==> src/hdl/y4m_pkg.sv <==
// Package for the YUV4MPEG2 luma extractor: parser phases, tag codes,
// result kinds and the character constants and token tables it matches.
// No dependencies.
`default_nettype none

package y4m_pkg;

    typedef enum logic [3:0] {
        PH_MAGIC_WS  = 4'd0,
        PH_MAGIC     = 4'd1,
        PH_HDR_SEL   = 4'd2,
        PH_HDR_VAL   = 4'd3,
        PH_FRM_WS    = 4'd4,
        PH_FRM_MATCH = 4'd5,
        PH_FRM_SEL   = 4'd6,
        PH_FRM_VAL   = 4'd7,
        PH_LUMA      = 4'd8,
        PH_CHROMA    = 4'd9,
        PH_ERROR     = 4'd10
    } t_phase;

    typedef enum logic [2:0] {
        TAG_NONE = 3'd0,
        TAG_W    = 3'd1,
        TAG_H    = 3'd2,
        TAG_C    = 3'd3,
        TAG_I    = 3'd4,
        TAG_SKIP = 3'd5
    } t_tag;

    typedef enum logic [1:0] {
        KIND_LUMA   = 2'd0,
        KIND_FRAME  = 2'd1,
        KIND_HEADER = 2'd2,
        KIND_ERROR  = 2'd3
    } t_kind;

    localparam logic [7:0] CH_SPACE = 8'h20;
    localparam logic [7:0] CH_TAB   = 8'h09;
    localparam logic [7:0] CH_LF    = 8'h0A;
    localparam logic [7:0] CH_VT    = 8'h0B;
    localparam logic [7:0] CH_FF    = 8'h0C;
    localparam logic [7:0] CH_CR    = 8'h0D;
    localparam logic [7:0] CH_ZERO  = 8'h30;
    localparam logic [7:0] CH_NINE  = 8'h39;
    localparam logic [7:0] CH_UP_W  = 8'h57;
    localparam logic [7:0] CH_UP_H  = 8'h48;
    localparam logic [7:0] CH_UP_C  = 8'h43;
    localparam logic [7:0] CH_UP_I  = 8'h49;
    localparam logic [7:0] CH_UP_F  = 8'h46;
    localparam logic [7:0] CH_UP_A  = 8'h41;
    localparam logic [7:0] CH_UP_X  = 8'h58;
    localparam logic [7:0] CH_LO_P  = 8'h70;

    localparam logic [3:0] MAGIC_LEN  = 4'd9;
    localparam logic [3:0] FRAME_LEN  = 4'd5;
    localparam logic [3:0] CHROMA_LEN = 4'd7;

    // Characters of "YUV4MPEG2".
    function automatic logic [7:0] magic_char(input logic [3:0] pos);
        logic [7:0] ch;
        case (pos)
            4'd0:    ch = 8'h59;
            4'd1:    ch = 8'h55;
            4'd2:    ch = 8'h56;
            4'd3:    ch = 8'h34;
            4'd4:    ch = 8'h4D;
            4'd5:    ch = 8'h50;
            4'd6:    ch = 8'h45;
            4'd7:    ch = 8'h47;
            4'd8:    ch = 8'h32;
            default: ch = 8'h00;
        endcase
        return ch;
    endfunction

    // Characters of "FRAME".
    function automatic logic [7:0] frame_char(input logic [3:0] pos);
        logic [7:0] ch;
        case (pos)
            4'd0:    ch = 8'h46;
            4'd1:    ch = 8'h52;
            4'd2:    ch = 8'h41;
            4'd3:    ch = 8'h4D;
            4'd4:    ch = 8'h45;
            default: ch = 8'h00;
        endcase
        return ch;
    endfunction

    // Characters of "420jpeg".
    function automatic logic [7:0] chroma_char(input logic [3:0] pos);
        logic [7:0] ch;
        case (pos)
            4'd0:    ch = 8'h34;
            4'd1:    ch = 8'h32;
            4'd2:    ch = 8'h30;
            4'd3:    ch = 8'h6A;
            4'd4:    ch = 8'h70;
            4'd5:    ch = 8'h65;
            4'd6:    ch = 8'h67;
            default: ch = 8'h00;
        endcase
        return ch;
    endfunction

    function automatic logic is_ws(input logic [7:0] ch);
        return (ch == CH_SPACE) || (ch == CH_TAB) || (ch == CH_LF) ||
               (ch == CH_VT) || (ch == CH_FF) || (ch == CH_CR);
    endfunction

endpackage

`default_nettype wire

==> src/hdl/y4m_luma_extractor.sv <==
// Top level of the YUV4MPEG2 luma extractor: byte-wide stream parser with a
// registered result stage. Depends on y4m_pkg.
`default_nettype none

// The block takes one stream byte per clock and gives at most one result per
// byte, registered, in the cycle after the byte is accepted. The parser state
// and the output register are updated in the same cycle, so a byte can be
// accepted in every cycle; the input is stalled only while a result waits in
// the output register and the output side stalls. The first result is the
// stream header (kind 2, with width and height) or a format error (kind 3);
// then each frame gives a frame-begin result and one result per luma byte,
// while chroma bytes are dropped. An error is final: all later bytes are
// taken and ignored until reset. The chroma byte count is 2*floor(w*h/4),
// registered from the product w*h, ready well before the first frame.
module y4m_luma_extractor #(
    parameter int MAX_DIM = 4096
) (
    input  wire logic         i_clk,
    input  wire logic         i_rst_n,
    input  wire logic         i_in_valid,
    output logic              o_in_stall,
    input  wire logic [7:0]   i_data_byte,
    output logic              o_out_valid,
    input  wire logic         i_out_stall,
    output y4m_pkg::t_kind    o_kind,
    output logic [7:0]        o_pixel,
    output logic [11:0]       o_column,
    output logic [11:0]       o_row,
    output logic              o_last_of_frame,
    output logic [12:0]       o_frame_width,
    output logic [12:0]       o_frame_height
);
    import y4m_pkg::*;

    localparam logic [16:0] MaxDimW = 17'(MAX_DIM);

    t_phase      r_phase, n_phase;
    t_tag        r_tag, n_tag;
    logic [3:0]  r_pos, n_pos;
    logic [12:0] r_acc, n_acc;
    logic [12:0] r_width, n_width;
    logic [12:0] r_height, n_height;
    logic        r_seen_w, n_seen_w;
    logic        r_seen_h, n_seen_h;
    logic [11:0] r_col, n_col;
    logic [11:0] r_row, n_row;
    logic [23:0] r_chroma_total;
    logic [23:0] r_chroma_cnt, n_chroma_cnt;

    logic        r_out_valid;
    t_kind       r_kind;
    logic [7:0]  r_pixel;
    logic [11:0] r_column;
    logic [11:0] r_row_out;
    logic        r_last;
    logic [12:0] r_fw;
    logic [12:0] r_fh;

    logic        in_fire;
    logic        res_valid;
    t_kind       res_kind;
    logic [7:0]  res_pixel;
    logic [11:0] res_column;
    logic [11:0] res_row;
    logic        res_last;
    logic [12:0] res_fw;
    logic [12:0] res_fh;

    logic        do_fail;
    logic        do_hdr_done;
    logic        do_frm_start;
    logic        val_ok;
    logic        end_ok;
    logic        is_delim;
    logic [3:0]  pos;
    logic [16:0] acc_new;
    logic [12:0] col_inc;
    logic [12:0] row_inc;
    logic        last;
    logic [25:0] area;
    logic [7:0]  c;

    assign c          = i_data_byte;
    assign o_in_stall = r_out_valid && i_out_stall;
    assign in_fire    = i_in_valid && !o_in_stall;
    assign area       = r_width * r_height;

    always_comb begin
        n_phase      = r_phase;
        n_tag        = r_tag;
        n_pos        = r_pos;
        n_acc        = r_acc;
        n_width      = r_width;
        n_height     = r_height;
        n_seen_w     = r_seen_w;
        n_seen_h     = r_seen_h;
        n_col        = r_col;
        n_row        = r_row;
        n_chroma_cnt = r_chroma_cnt;

        res_valid    = 1'b0;
        res_kind     = KIND_LUMA;
        res_pixel    = 8'd0;
        res_column   = 12'd0;
        res_row      = 12'd0;
        res_last     = 1'b0;
        res_fw       = 13'd0;
        res_fh       = 13'd0;

        do_fail      = 1'b0;
        do_hdr_done  = 1'b0;
        do_frm_start = 1'b0;
        val_ok       = 1'b0;
        end_ok       = 1'b0;
        is_delim     = (c == CH_SPACE) || (c == CH_LF);
        pos          = r_pos;
        acc_new      = 17'({4'd0, r_acc} * 17'd10) + 17'(c - CH_ZERO);
        col_inc      = {1'b0, r_col} + 13'd1;
        row_inc      = {1'b0, r_row} + 13'd1;
        last         = (col_inc == r_width) && (row_inc == r_height);

        unique case (r_phase)
            PH_MAGIC_WS, PH_MAGIC: begin
                if (r_phase == PH_MAGIC_WS) begin
                    pos = 4'd0;
                end
                if (r_phase == PH_MAGIC_WS && is_ws(c)) begin
                    n_phase = r_phase;
                end else if (pos < MAGIC_LEN) begin
                    if (c != magic_char(pos)) begin
                        do_fail = 1'b1;
                    end else begin
                        n_pos   = pos + 4'd1;
                        n_phase = PH_MAGIC;
                    end
                end else if (c == CH_SPACE) begin
                    n_phase = PH_HDR_SEL;
                end else if (c == CH_LF) begin
                    do_hdr_done = 1'b1;
                end else begin
                    do_fail = 1'b1;
                end
            end
            PH_HDR_SEL, PH_FRM_SEL: begin
                if (c == CH_SPACE) begin
                    n_phase = r_phase;
                end else if (c == CH_LF) begin
                    do_hdr_done  = (r_phase == PH_HDR_SEL);
                    do_frm_start = (r_phase == PH_FRM_SEL);
                end else begin
                    n_pos   = 4'd0;
                    n_acc   = 13'd0;
                    n_phase = (r_phase == PH_HDR_SEL) ? PH_HDR_VAL : PH_FRM_VAL;
                    if (c == CH_UP_I) begin
                        n_tag = TAG_I;
                    end else if (c == CH_UP_X) begin
                        n_tag = TAG_SKIP;
                    end else if (r_phase == PH_HDR_SEL && c == CH_UP_W) begin
                        n_tag = TAG_W;
                    end else if (r_phase == PH_HDR_SEL && c == CH_UP_H) begin
                        n_tag = TAG_H;
                    end else if (r_phase == PH_HDR_SEL && c == CH_UP_C) begin
                        n_tag = TAG_C;
                    end else if (r_phase == PH_HDR_SEL &&
                                 (c == CH_UP_F || c == CH_UP_A)) begin
                        n_tag = TAG_SKIP;
                    end else begin
                        do_fail = 1'b1;
                    end
                end
            end
            PH_HDR_VAL, PH_FRM_VAL: begin
                if (is_delim) begin
                    case (r_tag)
                        TAG_W: begin
                            end_ok = (r_pos == 4'd1);
                            if (end_ok) begin
                                n_width  = r_acc;
                                n_seen_w = 1'b1;
                            end
                        end
                        TAG_H: begin
                            end_ok = (r_pos == 4'd1);
                            if (end_ok) begin
                                n_height = r_acc;
                                n_seen_h = 1'b1;
                            end
                        end
                        TAG_C:    end_ok = (r_pos == CHROMA_LEN);
                        TAG_I:    end_ok = (r_pos == 4'd1);
                        TAG_SKIP: end_ok = 1'b1;
                        default:  end_ok = 1'b0;
                    endcase
                    if (!end_ok) begin
                        do_fail = 1'b1;
                    end else if (c == CH_LF) begin
                        do_hdr_done  = (r_phase == PH_HDR_VAL);
                        do_frm_start = (r_phase == PH_FRM_VAL);
                    end else begin
                        n_phase = (r_phase == PH_HDR_VAL) ? PH_HDR_SEL : PH_FRM_SEL;
                    end
                end else begin
                    case (r_tag)
                        TAG_W, TAG_H: begin
                            val_ok = (c >= CH_ZERO) && (c <= CH_NINE) &&
                                     (acc_new <= MaxDimW);
                            if (val_ok) begin
                                n_acc = acc_new[12:0];
                                n_pos = 4'd1;
                            end
                        end
                        TAG_C: begin
                            val_ok = (r_pos < CHROMA_LEN) && (c == chroma_char(r_pos));
                            if (val_ok) begin
                                n_pos = r_pos + 4'd1;
                            end
                        end
                        TAG_I: begin
                            val_ok = (r_pos == 4'd0) && (c == CH_LO_P);
                            if (val_ok) begin
                                n_pos = 4'd1;
                            end
                        end
                        TAG_SKIP: val_ok = 1'b1;
                        default:  val_ok = 1'b0;
                    endcase
                    do_fail = !val_ok;
                end
            end
            PH_FRM_WS, PH_FRM_MATCH: begin
                if (r_phase == PH_FRM_WS) begin
                    pos = 4'd0;
                end
                if (r_phase == PH_FRM_WS && is_ws(c)) begin
                    n_phase = r_phase;
                end else if (pos < FRAME_LEN) begin
                    if (c != frame_char(pos)) begin
                        do_fail = 1'b1;
                    end else begin
                        n_pos   = pos + 4'd1;
                        n_phase = PH_FRM_MATCH;
                    end
                end else if (c == CH_SPACE) begin
                    n_phase = PH_FRM_SEL;
                end else if (c == CH_LF) begin
                    do_frm_start = 1'b1;
                end else begin
                    do_fail = 1'b1;
                end
            end
            PH_LUMA: begin
                res_valid  = 1'b1;
                res_kind   = KIND_LUMA;
                res_pixel  = c;
                res_column = r_col;
                res_row    = r_row;
                res_last   = last;
                if (col_inc >= r_width) begin
                    n_col = 12'd0;
                    n_row = row_inc[11:0];
                end else begin
                    n_col = col_inc[11:0];
                end
                if (last) begin
                    n_chroma_cnt = 24'd0;
                    n_phase = (r_chroma_total != 24'd0) ? PH_CHROMA : PH_FRM_WS;
                end
            end
            PH_CHROMA: begin
                n_chroma_cnt = r_chroma_cnt + 24'd1;
                if (n_chroma_cnt >= r_chroma_total) begin
                    n_phase = PH_FRM_WS;
                end
            end
            PH_ERROR: begin
                n_phase = PH_ERROR;
            end
            default: begin
                n_phase = PH_ERROR;
            end
        endcase

        if (do_hdr_done) begin
            if (!n_seen_w || !n_seen_h) begin
                do_fail = 1'b1;
            end else begin
                n_phase   = PH_FRM_WS;
                res_valid = 1'b1;
                res_kind  = KIND_HEADER;
                res_fw    = n_width;
                res_fh    = n_height;
            end
        end

        if (do_frm_start) begin
            n_col        = 12'd0;
            n_row        = 12'd0;
            n_chroma_cnt = 24'd0;
            n_phase      = (r_width == 13'd0 || r_height == 13'd0) ? PH_FRM_WS : PH_LUMA;
            res_valid    = 1'b1;
            res_kind     = KIND_FRAME;
        end

        if (do_fail) begin
            n_phase   = PH_ERROR;
            res_valid = 1'b1;
            res_kind  = KIND_ERROR;
            res_fw    = 13'd0;
            res_fh    = 13'd0;
        end
    end

    always_ff @(posedge i_clk) begin
        if (!i_rst_n) begin
            r_phase      <= PH_MAGIC_WS;
            r_tag        <= TAG_NONE;
            r_pos        <= 4'd0;
            r_acc        <= 13'd0;
            r_width      <= 13'd0;
            r_height     <= 13'd0;
            r_seen_w     <= 1'b0;
            r_seen_h     <= 1'b0;
            r_col        <= 12'd0;
            r_row        <= 12'd0;
            r_chroma_cnt <= 24'd0;
        end else if (in_fire) begin
            r_phase      <= n_phase;
            r_tag        <= n_tag;
            r_pos        <= n_pos;
            r_acc        <= n_acc;
            r_width      <= n_width;
            r_height     <= n_height;
            r_seen_w     <= n_seen_w;
            r_seen_h     <= n_seen_h;
            r_col        <= n_col;
            r_row        <= n_row;
            r_chroma_cnt <= n_chroma_cnt;
        end
    end

    // Two chroma planes of floor(w*h/4) bytes each.
    always_ff @(posedge i_clk) begin
        if (!i_rst_n) begin
            r_chroma_total <= 24'd0;
        end else begin
            r_chroma_total <= {area[24:2], 1'b0};
        end
    end

    always_ff @(posedge i_clk) begin
        if (!i_rst_n) begin
            r_out_valid <= 1'b0;
        end else if (!r_out_valid || !i_out_stall) begin
            r_out_valid <= in_fire && res_valid;
        end
    end

    always_ff @(posedge i_clk) begin
        if (in_fire && res_valid) begin
            r_kind    <= res_kind;
            r_pixel   <= res_pixel;
            r_column  <= res_column;
            r_row_out <= res_row;
            r_last    <= res_last;
            r_fw      <= res_fw;
            r_fh      <= res_fh;
        end
    end

    assign o_out_valid     = r_out_valid;
    assign o_kind          = r_kind;
    assign o_pixel         = r_pixel;
    assign o_column        = r_column;
    assign o_row           = r_row_out;
    assign o_last_of_frame = r_last;
    assign o_frame_width   = r_fw;
    assign o_frame_height  = r_fh;

endmodule

`default_nettype wire

==> config.mk <==
export PLATFORM = sky130hd
export DESIGN_NAME = y4m_luma_extractor
export DESIGN_NICKNAME = d
export VERILOG_FILES = /design/src/hdl/y4m_pkg.sv /design/src/hdl/y4m_luma_extractor.sv
export SDC_FILE = /design/constraint.sdc
export NUM_CORES = 1
export LEC_CHECK = 0
export ABC_CLOCK_PERIOD_IN_PS = 10100
export BUFFER_PORTS_ARGS = -buffer_cell sky130_fd_sc_hd__clkbuf_2
export CAP_MARGIN = 20
export CORE_ASPECT_RATIO = 0.8
export CORE_MARGIN = 2
export CORE_UTILIZATION = 30
export DETAILED_ROUTE_END_ITERATION = 12
export SLEW_MARGIN = 20
export SYNTH_ARGS = -nofsm -noshare
export SYNTH_HDL_FRONTEND = slang
export SYNTH_SLANG_ARGS = --single-unit
export TNS_END_PERCENT = 1
==> constraint.sdc <==
create_clock -name i_clk -period 10.1 [get_ports i_clk]
set_input_delay 0.505 -clock i_clk [delete_from_list [all_inputs] [get_ports i_clk]]
set_output_delay 0.505 -clock i_clk [all_outputs]
set_load 0.02 [all_outputs]
Yosys cells after proc, flatten, opt, wreduce, memory -nomap -nowiden
Memory sizes are Yosys's and may differ from the RTL's.
Cells that the tools add are included.
{"block": "classes", "muxes": 143, "eq_ne": 60, "n_reduce_logical": 56, "multipliers": 2, "addsub": 8, "magnitude_cmp": 8, "bitwise": 3}
{"op": "$mux W13", "n": 13}
{"op": "$mux W4", "n": 37}
{"op": "$mux W12", "n": 6}
{"op": "$mux W8", "n": 9}
{"op": "$eq A8 B7 Y1 const B", "n": 8}
{"op": "$mux W1", "n": 53}
{"op": "$pmux W7 S7", "n": 1}
{"op": "$mux W24", "n": 2}
{"op": "$pmux W24 S2", "n": 1}
{"op": "$eq A8 B4 Y1 const B", "n": 5}
{"op": "$eq A4 B3 Y1 const B", "n": 9}
{"op": "$pmux W7 S5", "n": 1}
{"op": "$add A12 B1 Y13 const B", "n": 2}
{"op": "$eq A13 B13 Y1", "n": 2}
{"op": "$logic_not A13 Y1", "n": 2}
{"op": "$pmux W13 S2", "n": 1}
{"op": "$mul A13 B13 Y25", "n": 1}
{"op": "$add A24 B1 Y24 const B", "n": 1}
{"op": "$eq A4 B2 Y1 const B", "n": 6}
{"op": "$ge A24 B24 Y1", "n": 1}
{"op": "$mux W3", "n": 8}
{"op": "$pmux W4 S6", "n": 1}
{"op": "$reduce_bool A24 Y1", "n": 1}
{"op": "$ne A2 B2 Y1 const B", "n": 10}
{"op": "other kinds (42)", "n": 99}
{"block": "totals", "wordCells": 303, "register_bits": 186, "memories": 1, "output_inout_bits": 63, "rom_bits": 112}
{"memory": "(name not given)", "words": 16, "word_bits": 7, "rd": 1, "rd_ports_with_merged_regs": 0, "write_ports": 0, "line": "y4m_pkg.sv:62", "text": "case (pos)"}

Longest topological paths before layout
Gate-level depths: netlist of run 1.
{"block": "depth", "ltp_word": 18, "ltp_mapped": 24, "depth_no_buf": 22}

Least setup slack after synthesis of run 1
OpenSTA, ideal clock, no wires.
{"block": "synth_timing", "path_type": "reg2reg", "start": "register r_acc[1]", "end": "register r_column[0] (netlist: o_column[0]), enable pin", "required_time_ps": 9620, "synth_period_minus_slack_ps": 7173, "setup_slack_ps": 2927, "path_stages_with_launch": 22, "arrival_ps": 6693, "path_cell_list": "dfxtp_1 ha_1 ha_1 fa_1 a211oi_1 nor2_1 or2_2 o21ai_0 nand2b_1 a21oi_1 xnor2_1 ha_1 a21o_1 a21oi_1 nor2b_1 o21ai_0 a21oi_1 xnor2_1 or4_1 a21o_1 nor3_1 nor2_1"}
{"block": "synth_between", "elab_chain_len": 14}
{"element": "from (decl)", "line": "y4m_luma_extractor.sv:40", "text": "logic [12:0] r_acc, n_acc;"}
{"element": "from (signal assigned)", "line": "y4m_luma_extractor.sv:330", "text": "r_acc <= n_acc;"}
{"element": "$mul A13 B3 Y16 *", "line": "y4m_luma_extractor.sv:117", "text": "acc_new = 17'({4'd0, r_acc} * 17'd10) + 17'(c - CH_ZERO);"}
{"element": "$add A17 B17 Y17 *", "line": "y4m_luma_extractor.sv:117"}
{"element": "$le A17 B13 Y1 *", "line": "y4m_luma_extractor.sv:206", "text": "(acc_new <= MaxDimW);"}
{"element": "$logic_and A1 B1 Y1 *", "line": "y4m_luma_extractor.sv:205", "text": "val_ok = (c >= CH_ZERO) && (c <= CH_NINE) &&"}
{"element": "$pmux W1 S4 *", "line": "y4m_luma_extractor.sv:203", "text": "case (r_tag)"}
{"element": "$mux W1 *", "line": "y4m_luma_extractor.sv:173", "text": "if (is_delim) begin"}
{"element": "$mux W1 *", "line": "y4m_luma_extractor.sv:122", "text": "unique case (r_phase)"}
{"element": "$logic_not A1 Y1 *", "line": "y4m_luma_extractor.sv:227", "text": "do_fail = !val_ok;"}
{"element": "$mux W1 *", "line": "y4m_luma_extractor.sv:173"}
{"element": "$pmux W1 S4 *", "line": "y4m_luma_extractor.sv:122"}
{"element": "$mux W1", "line": "y4m_luma_extractor.sv:284", "text": "if (!n_seen_w || !n_seen_h) begin"}
{"element": "$mux W1 *", "line": "y4m_luma_extractor.sv:283", "text": "if (do_hdr_done) begin"}
{"element": "$mux W1 *", "line": "y4m_luma_extractor.sv:304", "text": "if (do_fail) begin"}
{"element": "$logic_and A1 B1 Y1 *", "line": "y4m_luma_extractor.sv:359", "text": "if (in_fire && res_valid) begin"}
{"element": "to (signal assigned)", "line": "y4m_luma_extractor.sv:362", "text": "r_column <= res_column;"}
{"element": "to (decl)", "line": "y4m_luma_extractor.sv:53", "text": "logic [11:0] r_column;"}
Every way passes the cells marked *; elsewhere a longest branch is shown, timed or not. The select of a mux whose other input is x is not followed.
A chain may end at the register's enable or synchronous reset.

Worst setup path in the final report of run 1
{"block": "layout_timing", "start": "register r_acc[1]", "end": "register r_fw[2] (netlist: o_frame_width[2]), enable pin"}
{"block": "layout_between", "elab_chain_len": 14}
{"element": "$mul A13 B3 Y16 *", "line": "y4m_luma_extractor.sv:117"}
{"element": "$add A17 B17 Y17 *", "line": "y4m_luma_extractor.sv:117"}
{"element": "$le A17 B13 Y1 *", "line": "y4m_luma_extractor.sv:206"}
{"element": "$logic_and A1 B1 Y1 *", "line": "y4m_luma_extractor.sv:205"}
{"element": "$pmux W1 S4 *", "line": "y4m_luma_extractor.sv:203"}
{"element": "$mux W1 *", "line": "y4m_luma_extractor.sv:173"}
{"element": "$mux W1 *", "line": "y4m_luma_extractor.sv:122"}
{"element": "$logic_not A1 Y1 *", "line": "y4m_luma_extractor.sv:227"}
{"element": "$mux W1 *", "line": "y4m_luma_extractor.sv:173"}
{"element": "$pmux W1 S4 *", "line": "y4m_luma_extractor.sv:122"}
{"element": "$mux W1", "line": "y4m_luma_extractor.sv:284"}
{"element": "$mux W1 *", "line": "y4m_luma_extractor.sv:283"}
{"element": "$mux W1 *", "line": "y4m_luma_extractor.sv:304"}
{"element": "$logic_and A1 B1 Y1 *", "line": "y4m_luma_extractor.sv:359"}
{"element": "to (signal assigned)", "line": "y4m_luma_extractor.sv:365", "text": "r_fw <= res_fw;"}
{"element": "to (decl)", "line": "y4m_luma_extractor.sv:56", "text": "logic [12:0] r_fw;"}
Marked as above.

==> reports/results.txt, run 1 <==
Hold-fix buffer count after cts: 0
Die area: 0.0596 sq mm
GRT Util Overall: 15.9%
CTS tree: done
Max-slew headroom: 25.5%
Fin. Hold Viols: 0
Clock-pin transition on the worst setup and hold timing paths: 70 ps
Critical Path End Type: flop
Yosys top cell by area: dfxtp_1
Initial DRC count: 1443
Post-CTS setup buffers: 0
Mapped Area: 0.0173 sq mm
Gpl congestion: 0.884
Setup TNS: 0 ps
Yosys reg bits: 185
Post_cts resized: 0
IO Pins: 75
Critical-path maximum fanout: 53
Peak VDD IR: 0.000106 V
Total of warnings raised by yosys: 0
Worst r2r src: r_acc[1]$_SDFFE_PN0P_
Crit path DAT: 6620 ps
Largest net degree at the start of global routing: 81
Max-cap viol count: 0
Synthesized Nets: 2336
Placed cell count: 2783
Post-DP HPWL: 36200 microns
Crit start category: flop
Area of placed instances: 0.0183 sq mm
Worst skew pair latency: 450 ps
FFs w/ async S/R, synth: 0%
Vias per Instance: 5.17
WHS Endpoint: o_out_valid$_SDFFE_PN0N_
Core Region: 0.0569 sq mm
Antenna violations before repair: 1
Vias in the first global route: 14000
Avg Cell Area, Syn: 8.44 sq um
Post-route ant nets: 0
Setup Viol. Count Final: 0
Final instance area: 0.0189 sq mm
Root Buffer: clkbuf_16
Iteration count of the initial detailed-routing pass: 6
DRT Wirelength: 47400 microns
H-tree Lvls: 4
RSZ-0062 raised after global routing: false
WL/cell: 16.8 microns
Detailed-route via count: 14500
Count leader, synth: nand2_1
CTS buffer count: 17
Chip width: 272 microns
CTS Sinks: 185
Pleak: 0.00816 uW
Pwr dens: 92.1 mW/mm^2
Post-synth EDFFs: 61
Hold_sp: i_in_valid
WHS Path Cells: 3
Rows: 78
Post-synth top cells: nand2_1, inv_1, ha_1, dfxtp_1, fa_1
Fin Clk Skew: 10.6 ps
Area of the multi-input gates: 0.0118 sq mm
R2R Setup Slk: 3580 ps
Die Ht: 219 microns
Synth cell types: 79
Layout fillers: 5843
Kind of critical path: reg2reg
R2R depth: 20
Top_reg_cell synth: dfxtp_1
Run status: complete, no violations
Final Slew Violations: 0
Slew @ Worst Pin: 1110 ps
Mapped Cells: 2050
Fin crit share: 64.5%
Post-synthesis sequential area ratio: 24.9%
Critical path required time: 10200 ps
DRC: 0
Fin crit period: 6520 ps
Overflow after GRT: 0
Total Power: 1740 uW
Synth area leaders: dfxtp_1, fa_1, ha_1, edfxtp_1, nand2_1
Clk buf depth: 2
Reg area: 0.00431 sq mm
Port Buf Inserts: 74
Ratio of cells with drive above 1 in the final layout: 7.59%
Min-Delay Path Class: in2reg
Yosys top cell area share: 14.3%
Initial Util: 30.4%
F_max: 153 MHz
Reg-to-reg critical path endpoint: o_frame_width[2]$_SDFFCE_PP0P_
Layout Nets: 2328
Layout area overhead: 9.37%
Non-Filler Instances: 2816
First-pass GRT wire length: 76500 microns
power by group:
group          internal [uW]  switching [uW]
combinational           71.2             166
sequential               806            23.9
clock                    349             327
stage by stage:
stage | utilization [%] | setup slack [ps] | hold WS (ps)
floorplan | - | 2930 | 441
global placement | 32.2 | 3710 | 457
detailed placement | 32.2 | 3650 | 464
CTS | 33.2 | 3630 | 288
global route | 33.3 | 2930 | 320
finish | 33.3 | 3580 | 304
state kept, by name (all words and copies together) (netlist names), 13 cells and up:
name and cells:
r_chroma_cnt 24, o_frame_height 13, r_acc 13, r_chroma_total 23, r_width 13, o_frame_width 13, r_height 13
how the worst max path moves through the flow:
stage,endpoint,cells after the start,from
floorplan,o_column[0]$_SDFFCE_PN0P_,21,r_acc[1]$_SDFFE_PN0P_
global placement,r_chroma_total[23]$_SDFF_PN0_,22,r_width[4]$_SDFFE_PN0P_
detailed placement,r_chroma_total[23]$_SDFF_PN0_,22,r_width[4]$_SDFFE_PN0P_
CTS,r_chroma_total[23]$_SDFF_PN0_,22,r_width[4]$_SDFFE_PN0P_
global route,r_chroma_total[23]$_SDFF_PN0_,22,r_width[4]$_SDFFE_PN0P_
finish,o_frame_width[2]$_SDFFCE_PP0P_,20,r_acc[1]$_SDFFE_PN0P_
cell type report:
cell class	count	area share, %
diodes	1	0.0132
clock buffers	17	2.25
clock inverters	15	0.813
inverters	194	3.85
multi-input cells	1551	62.5
flip-flops and latches	185	22.8
well taps	760	5.03
repair buffers	93	2.72
critical path, cell delays in order (launching register included):
cell and delay [ps]:
dfxtp_1 510, ha_1 300, ha_1 230, fa_1 420
a211oi_1 360, nor2_1 110, or2_2 300, a21oi_1 180
xnor2_1 90, ha_1 370, and3_1 210, nand2_1 70
o21ai_2 250, xnor2_1 120, or4_1 520, o31a_1 290
or4_1 580, a21o_1 280, nor3_1 400, nor2_4 130
buf_4 340
placed cells by master, fill, tap and decap left out, types with 20 or more instances in the layout:
cell	n
a21boi_0	44
edfxtp_1	61
nor2_1	117
fa_1	122
dfxtp_1	124
nand2_1	295
xor2_1	46
ha_1	152
a21o_1	30
nand3_1	49
buf_4	20
a21oi_1	96
and3_1	21
nor3_1	40
o21ai_0	48
xnor2_1	56
o21a_1	22
clkbuf_2	73
nor2b_1	21
inv_1	192
and2_1	112
nand4_1	22
per-layer routing:
metal  routed length (microns)  up-vias  track usage (%)
met5                         0        -                0
met4                       658        0             3.52
met3                      2900       49             2.37
met2                     20000      474             23.3
met1                     23900     7084             24.5
li1                          -     6940                -
cell families after synthesis:
logic type,synth area share (%)
muxes,0.991
and+or+nand+nor,22.0
adders and majority gates,25.1
buffers and inverters,6.85
AOI/OAI and AO/OA,15.0
xor gates and xnor gates,5.16
DFF,24.9
Note: power is estimated with default switching activity, not from simulation.
==> inputs of run 2 (changes only) <==
Settings changed: ABC_AREA from default to 1, ABC_CLOCK_PERIOD_IN_PS 10100 to 5800.
Clock period 10.1 ns to 5.8 ns, I/O delays scaled along.
==> run 2 against run 1 <==
Effect of this change:
- register-to-register slack worse by 3100 ps
- first-iteration DRC count down 7.9%
- global-route usage grew 0.54 points
- largest cell class unchanged
==> reports/results.txt, run 2 <==
Run status: complete, no violations
Switching share of power: 31.7%
CTS buffer count: 17
Met1 Usage GRT: 25.1%
DRT Wirelength: 49300 microns
Critical path depth: 21
Mapped Cells: 2347
Antenna violations before repair: 2
Register share of total power: 44.1%
DRC: 0
IO Pins: 75
Number of flip-flops in the largest register: 24
WL/cell: 15.5 microns
Worst path max stage delay: 580 ps
Vias per Instance: 4.78
Fin Clk Skew: 18.6 ps
CTS Sinks: 185
Cell family with most CP delay: adder cells
GR Util met2: 24.0%
Yosys top cell by area: dfxtp_1
Fin crit period: 5330 ps
Peak VDD IR: 0.000189 V
Chip width: 274 microns
Pwr dens: 169 mW/mm^2
Grt peak-use layer: met1
Clock power frac: 39.5%
Placed cell count: 3149
Non-Filler Instances: 3181
Iteration count of the initial detailed-routing pass: 6
Max-cap viol count: 0
Gpl congestion: 0.908
Critical Path End Type: flop
Max-slew headroom: 39.0%
Cell-internal power: 2240 uW
Cell at the slowest stage of the critical path: dfxtp_1
R2R depth: 21
Commonest cells after routing, fill and taps aside: nand2_1, inv_1, nor2_1
Post-synth top cells: nand2_1, inv_1, nor2_1, a21oi_1, ha_1
CTS tree: done
Synth area leaders: dfxtp_1, fa_1, nand2_1, ha_1, edfxtp_1
Largest net degree at the start of global routing: 59
WHS Path Cells: 3
Setup Viol. Count Final: 0
Switch Pwr: 1040 uW
Hold slack final: 156 ps
GR Layer Usage met3: 3.05%
Post-route ant nets: 0
H-tree Lvls: 4
Post-CTS setup buffers: 0
Post-DP HPWL: 39500 microns
Crit path DAT: 5680 ps
Critical-path maximum fanout: 10
Root Buffer: clkbuf_16
Top_reg_cell synth: dfxtp_1
Rows: 79
Count leader, synth: nand2_1
Fin crit share: 91.8%
Area of placed instances: 0.0188 sq mm
Avg Cell Area, Syn: 7.48 sq um
Mapped Area: 0.0176 sq mm
Largest register by flop count: r_chroma_cnt
Ratio of cells with drive above 1 in the final layout: 10.6%
Commonest non-fill, non-tap cell in the layout: nand2_1
Crit start category: flop
Pleak: 0.00959 uW
RSZ-0062 raised after global routing: false
Layout area overhead: 10.9%
Kind of critical path: reg2reg
Yosys top cell area share: 14.1%
Yosys reg bits: 185
Slew @ Worst Pin: 913 ps
FFs w/ async S/R, synth: 0%
Die area: 0.0605 sq mm
Port Buf Inserts: 74
Post-synthesis sequential area ratio: 24.6%
Total Power: 3290 uW
Final Slew Violations: 0
Overflow after GRT: 0
Largest regs: r_chroma_cnt (24), r_chroma_total (23)
Setup TNS: 0 ps
CP Buf/Inv Count: 5
Critical path's most frequent cell: fa_1
Initial Util: 30.3%
Fin. Hold Viols: 0
Synthesized Nets: 2633
First-pass GRT wire length: 78500 microns
Die Ht: 220 microns
Critical path required time: 6150 ps
Post-synth EDFFs: 61
Core Region: 0.0580 sq mm
Final instance area: 0.0195 sq mm
Worst skew pair latency: 460 ps
Detailed-route via count: 15200
Layout Nets: 2685
GRT Util Overall: 16.5%
Total of warnings raised by yosys: 0
F_max: 188 MHz
Vias in the first global route: 14000
Cells along the critical path: buf_4, nand2_1, fa_1, fa_1, inv_1, fa_1, inv_1, fa_1, inv_1, fa_1, ha_1, nand2_1, nor2_1, nand4_1, nor2_1, nor2_1, inv_1, a21oi_1, o21ai_0, a21oi_1, o21a_1
Clk buf depth: 2
Clock-pin transition on the worst setup and hold timing paths: 90 ps
Synth cell types: 62
Antenna fix cells: 0
Gate power share: 16.5%
Initial DRC count: 1329
Min-Delay Path Class: in2reg
[run 2: cell types whose count changed after synthesis, sizes merged, moves of 56 or more]
cell / before / now
a21oi: 96 / 152
nor2: 119 / 215
nand3: 49 / 114
inv: 194 / 428
clkbuf: 113 / 54
nand2: 295 / 533
and2: 115 / 4
[run 2: cell families after synthesis]
family / synth area share (%)
and+or+nand+nor: 24.2
buffers and inverters: 11.3
AOI/OAI and AO/OA: 12.2
adders and majority gates: 24.7
DFF: 24.6
xor gates and xnor gates: 3.02
[run 2: power groups by stage]
stage | combinational, uW | sequential [uW] | clock [uW]
2_1_floorplan | 336 | 1520 | 0
3_3_place_gp | 535 | 1480 | 0
3_5_place_dp | 536 | 1480 | 0
4_1_cts | 538 | 1450 | 1310
5_1_grt | 604 | 1460 | 1370
6_report | 541 | 1450 | 1300
[run 2: worst register-to-register path: stages, from the launching register on]
cell and delay [ps]:
dfxtp_1 580, buf_4 230, nand2_1 80, fa_1 510, fa_1 550, inv_1 60, fa_1 480, inv_1 50
fa_1 520, inv_1 50, fa_1 470, ha_1 380, nand2_1 90, nor2_1 150, nand4_1 160, nor2_1 120
nor2_1 60, inv_1 100, a21oi_1 110, o21ai_0 220, a21oi_1 100, o21a_1 150
[run 2: path summary, 6_finish.rpt]
kind,startpoint,end,slack (ps)
max,r_height[6]$_SDFFE_PN0P_,r_chroma_total[18]$_SDFF_PN0_,470
min,i_out_stall,o_out_valid$_SDFFE_PN0N_,160
max reg2reg,r_height[6]$_SDFFE_PN0P_,r_chroma_total[18]$_SDFF_PN0_,470
min reg2reg,r_chroma_cnt[14]$_SDFFE_PN0P_,r_chroma_cnt[14]$_SDFFE_PN0P_,470
[run 2: metal layers]
layer	up-vias	wire [microns]	part of all wire (%)
met3	36	3180	6.4
met4	0	597	1.2
met1	7118	25000	51
met2	406	20600	42
met5	-	0	0
li1	7641	-	-
[run 2: area by class of cell]
| cell class | instances | area (sq um) |
|---|---|---|
| sequential | 185 | 4320 |
| clock inverter | 15 | 220 |
| fill | 6167 | 38600 |
| clock buffer | 17 | 425 |
| timing repair buffer | 112 | 656 |
| tap | 769 | 962 |
| inverter | 432 | 1620 |
| multi-input combinational | 1651 | 11300 |
[run 2: per-stage QoR]
stage / utilization [%] / setup slack (ps)
6_report: 33.6 / 473
4_1_cts: 33.5 / 194
2_1_floorplan: - / 455
3_3_place_gp: 32.4 / 324
5_1_grt: 33.6 / 36.6
3_5_place_dp: 32.4 / 237
[run 2: repair_timing]
item | 4_1_cts | 5_1_grt
setup endpoints to repair | 0 | 5
hold buffers | 0 | 0
hold endpoints to repair | 0 | 0
gates resized for setup | 0 | 8
==> inputs of run 3 (changes only) <==
Settings changed: CORE_ASPECT_RATIO 0.8 to 2.
==> run 3 against run 2 <==
Effect of this change:
- critical path type unchanged
- critical endpoint is now r_chroma_total[21]$_SDFF_PN0_
- clock-buffer cell count grew 5
- wire length grew 14%
- non-clock buffer count grew 12
==> reports/results.txt, run 3 (synthesis results as in run 2) <==
Run status: complete, no violations
Register share of total power: 44.3%
CTS buffer count: 17
Overflow after GRT: 0
Root Buffer: clkbuf_16
R2R depth: 25
Reg area: 0.00432 sq mm
Reg-to-reg critical path endpoint: r_chroma_total[21]$_SDFF_PN0_
Fin. Hold Viols: 0
Ratio of cells with drive above 1 in the final layout: 11.2%
Area of the multi-input gates: 0.0113 sq mm
Iteration count of the initial detailed-routing pass: 7
Commonest cells after routing, fill and taps aside: nand2_1, inv_1, nor2_1
Number of flip-flops in the largest register: 24
Largest regs: r_chroma_cnt (24), r_chroma_total (23)
Setup Viol. Count Final: 0
Fin crit period: 5400 ps
Pwr dens: 167 mW/mm^2
CP Buf/Inv Count: 5
Placed cell count: 3154
Initial DRC count: 807
DRT Wirelength: 56300 microns
Setup TNS: 0 ps
Kind of critical path: reg2reg
Max-slew headroom: 33.1%
WHS Endpoint: o_out_valid$_SDFFE_PN0N_
Vias per Instance: 4.92
Final Slew Violations: 0
Worst path max stage delay: 540 ps
Cell family with most CP delay: adder cells
CTS Sinks: 185
Critical Path End Type: flop
Detailed-route via count: 15700
WL/cell: 17.7 microns
Cell-internal power: 2260 uW
Switching share of power: 30.9%
Slew @ Worst Pin: 1000 ps
WHS Path Cells: 3
Peak VDD IR: 0.000196 V
Commonest non-fill, non-tap cell in the layout: nand2_1
Min-Delay Path Class: in2reg
Crit start category: flop
Crit path DAT: 5820 ps
Largest net degree at the start of global routing: 57
DRC: 0
Die Ht: 346 microns
Clock power frac: 38.4%
Layout fillers: 6160
Gpl congestion: 0.918
Worst r2r src: r_height[3]$_SDFFE_PN0P_
Rows: 125
Worst skew pair latency: 480 ps
Core Region: 0.0580 sq mm
Layout Nets: 2697
Clock-pin transition on the worst setup and hold timing paths: 80 ps
H-tree Lvls: 4
Die area: 0.0606 sq mm
Post-DP HPWL: 46500 microns
Port Buf Inserts: 74
Pleak: 0.00967 uW
IO Pins: 75
Cell at the slowest stage of the critical path: fa_1
Switch Pwr: 1010 uW
Initial Util: 30.3%
Fin crit share: 93.1%
Hold-fix buffer count after cts: 0
Max-cap viol count: 0
RSZ-0062 raised after global routing: false
Fin Clk Skew: 10.6 ps
Vias in the first global route: 16400
Critical path required time: 6210 ps
Hold_sp: i_out_stall
Antenna fix cells: 0
R2R Setup Slk: 400 ps
CTS tree: done
Layout area overhead: 11.4%
Antenna violations before repair: 0
First-pass GRT wire length: 87600 microns
Chip width: 175 microns
Largest register by flop count: r_chroma_cnt
Clk buf depth: 2
Critical-path maximum fanout: 5
Post-route ant nets: 0
Gate power share: 17.2%
GRT Util Overall: 18.9%
Non-Filler Instances: 3186
F_max: 185 MHz
[run 3: cell count changes in the layout (fill, tap and decap cells not counted), sizes merged]
cell and delta:
buf +12, clkbuf +5, clkinv -2, bufinv -1, clkinvlp -1, inv -1
[run 3: worst max path at each step]
stage,endpoint,cells after the start,startpoint
finish,r_chroma_total[21]$_SDFF_PN0_,25,r_height[3]$_SDFFE_PN0P_
global route,r_chroma_total[21]$_SDFF_PN0_,25,r_height[3]$_SDFFE_PN0P_
CTS,r_chroma_total[23]$_SDFF_PN0_,22,r_height[2]$_SDFFE_PN0P_
detailed placement,r_chroma_total[23]$_SDFF_PN0_,25,r_height[2]$_SDFFE_PN0P_
global placement,r_chroma_total[21]$_SDFF_PN0_,25,r_height[2]$_SDFFE_PN0P_
floorplan,r_chroma_total[23]$_SDFF_PN0_,23,r_height[2]$_SDFFE_PN0P_
[run 3: tightest hold or removal path, cell delays in order]
cell,delay (ps)
clkbuf_2,80
nand2_1,90
a21oi_1,70
[run 3: layout make-up]
cell class / instances / area share [%]
Multi-Input combinational cell: 1651 / 57.7
Clock inverter: 10 / 0.582
Sequential cell: 185 / 22.1
Clock buffer: 22 / 2.59
Tap cell: 762 / 4.88
Inverter: 432 / 8.30
Timing Repair Buffer: 124 / 3.88
[run 3: what timing repair did]
| action | 4_1_cts | 5_1_grt |
|---|---|---|
| endpoints found under the setup margin | 0 | 61 |
| setup buffers | 0 | 0 |
| gates resized for setup | 0 | 13 |
[run 3: stage by stage]
stage	utilization, %	area, sq um	power [uW]	hold slack, ps	setup slack [ps]
final	33.7	19600	3270	105	399
after global routing	33.7	19600	3400	118	9.81
after CTS	33.7	19500	3300	77.2	151
after detailed placement	32.6	18900	2040	467	174
after global placement	32.6	18900	2040	457	200
after floorplan	-	17600	1860	440	455
[run 3: power groups by stage]
| stage | sequential (uW) | combinational, uW | clock (uW) |
|---|---|---|---|
| after detailed placement | 1480 | 563 | 0 |
| after global routing | 1450 | 619 | 1330 |
| after CTS | 1450 | 565 | 1280 |
| after floorplan | 1520 | 336 | 0 |
| after global placement | 1480 | 560 | 0 |
| final | 1450 | 563 | 1250 |
[run 3: routing by layer]
layer,track usage [%],wire length (microns),up-vias
li1,-,-,7659
met1,17.0,18800,7405
met2,37.6,31700,409
met3,2.14,1570,188
met4,13.9,4260,0
met5,0,0,-
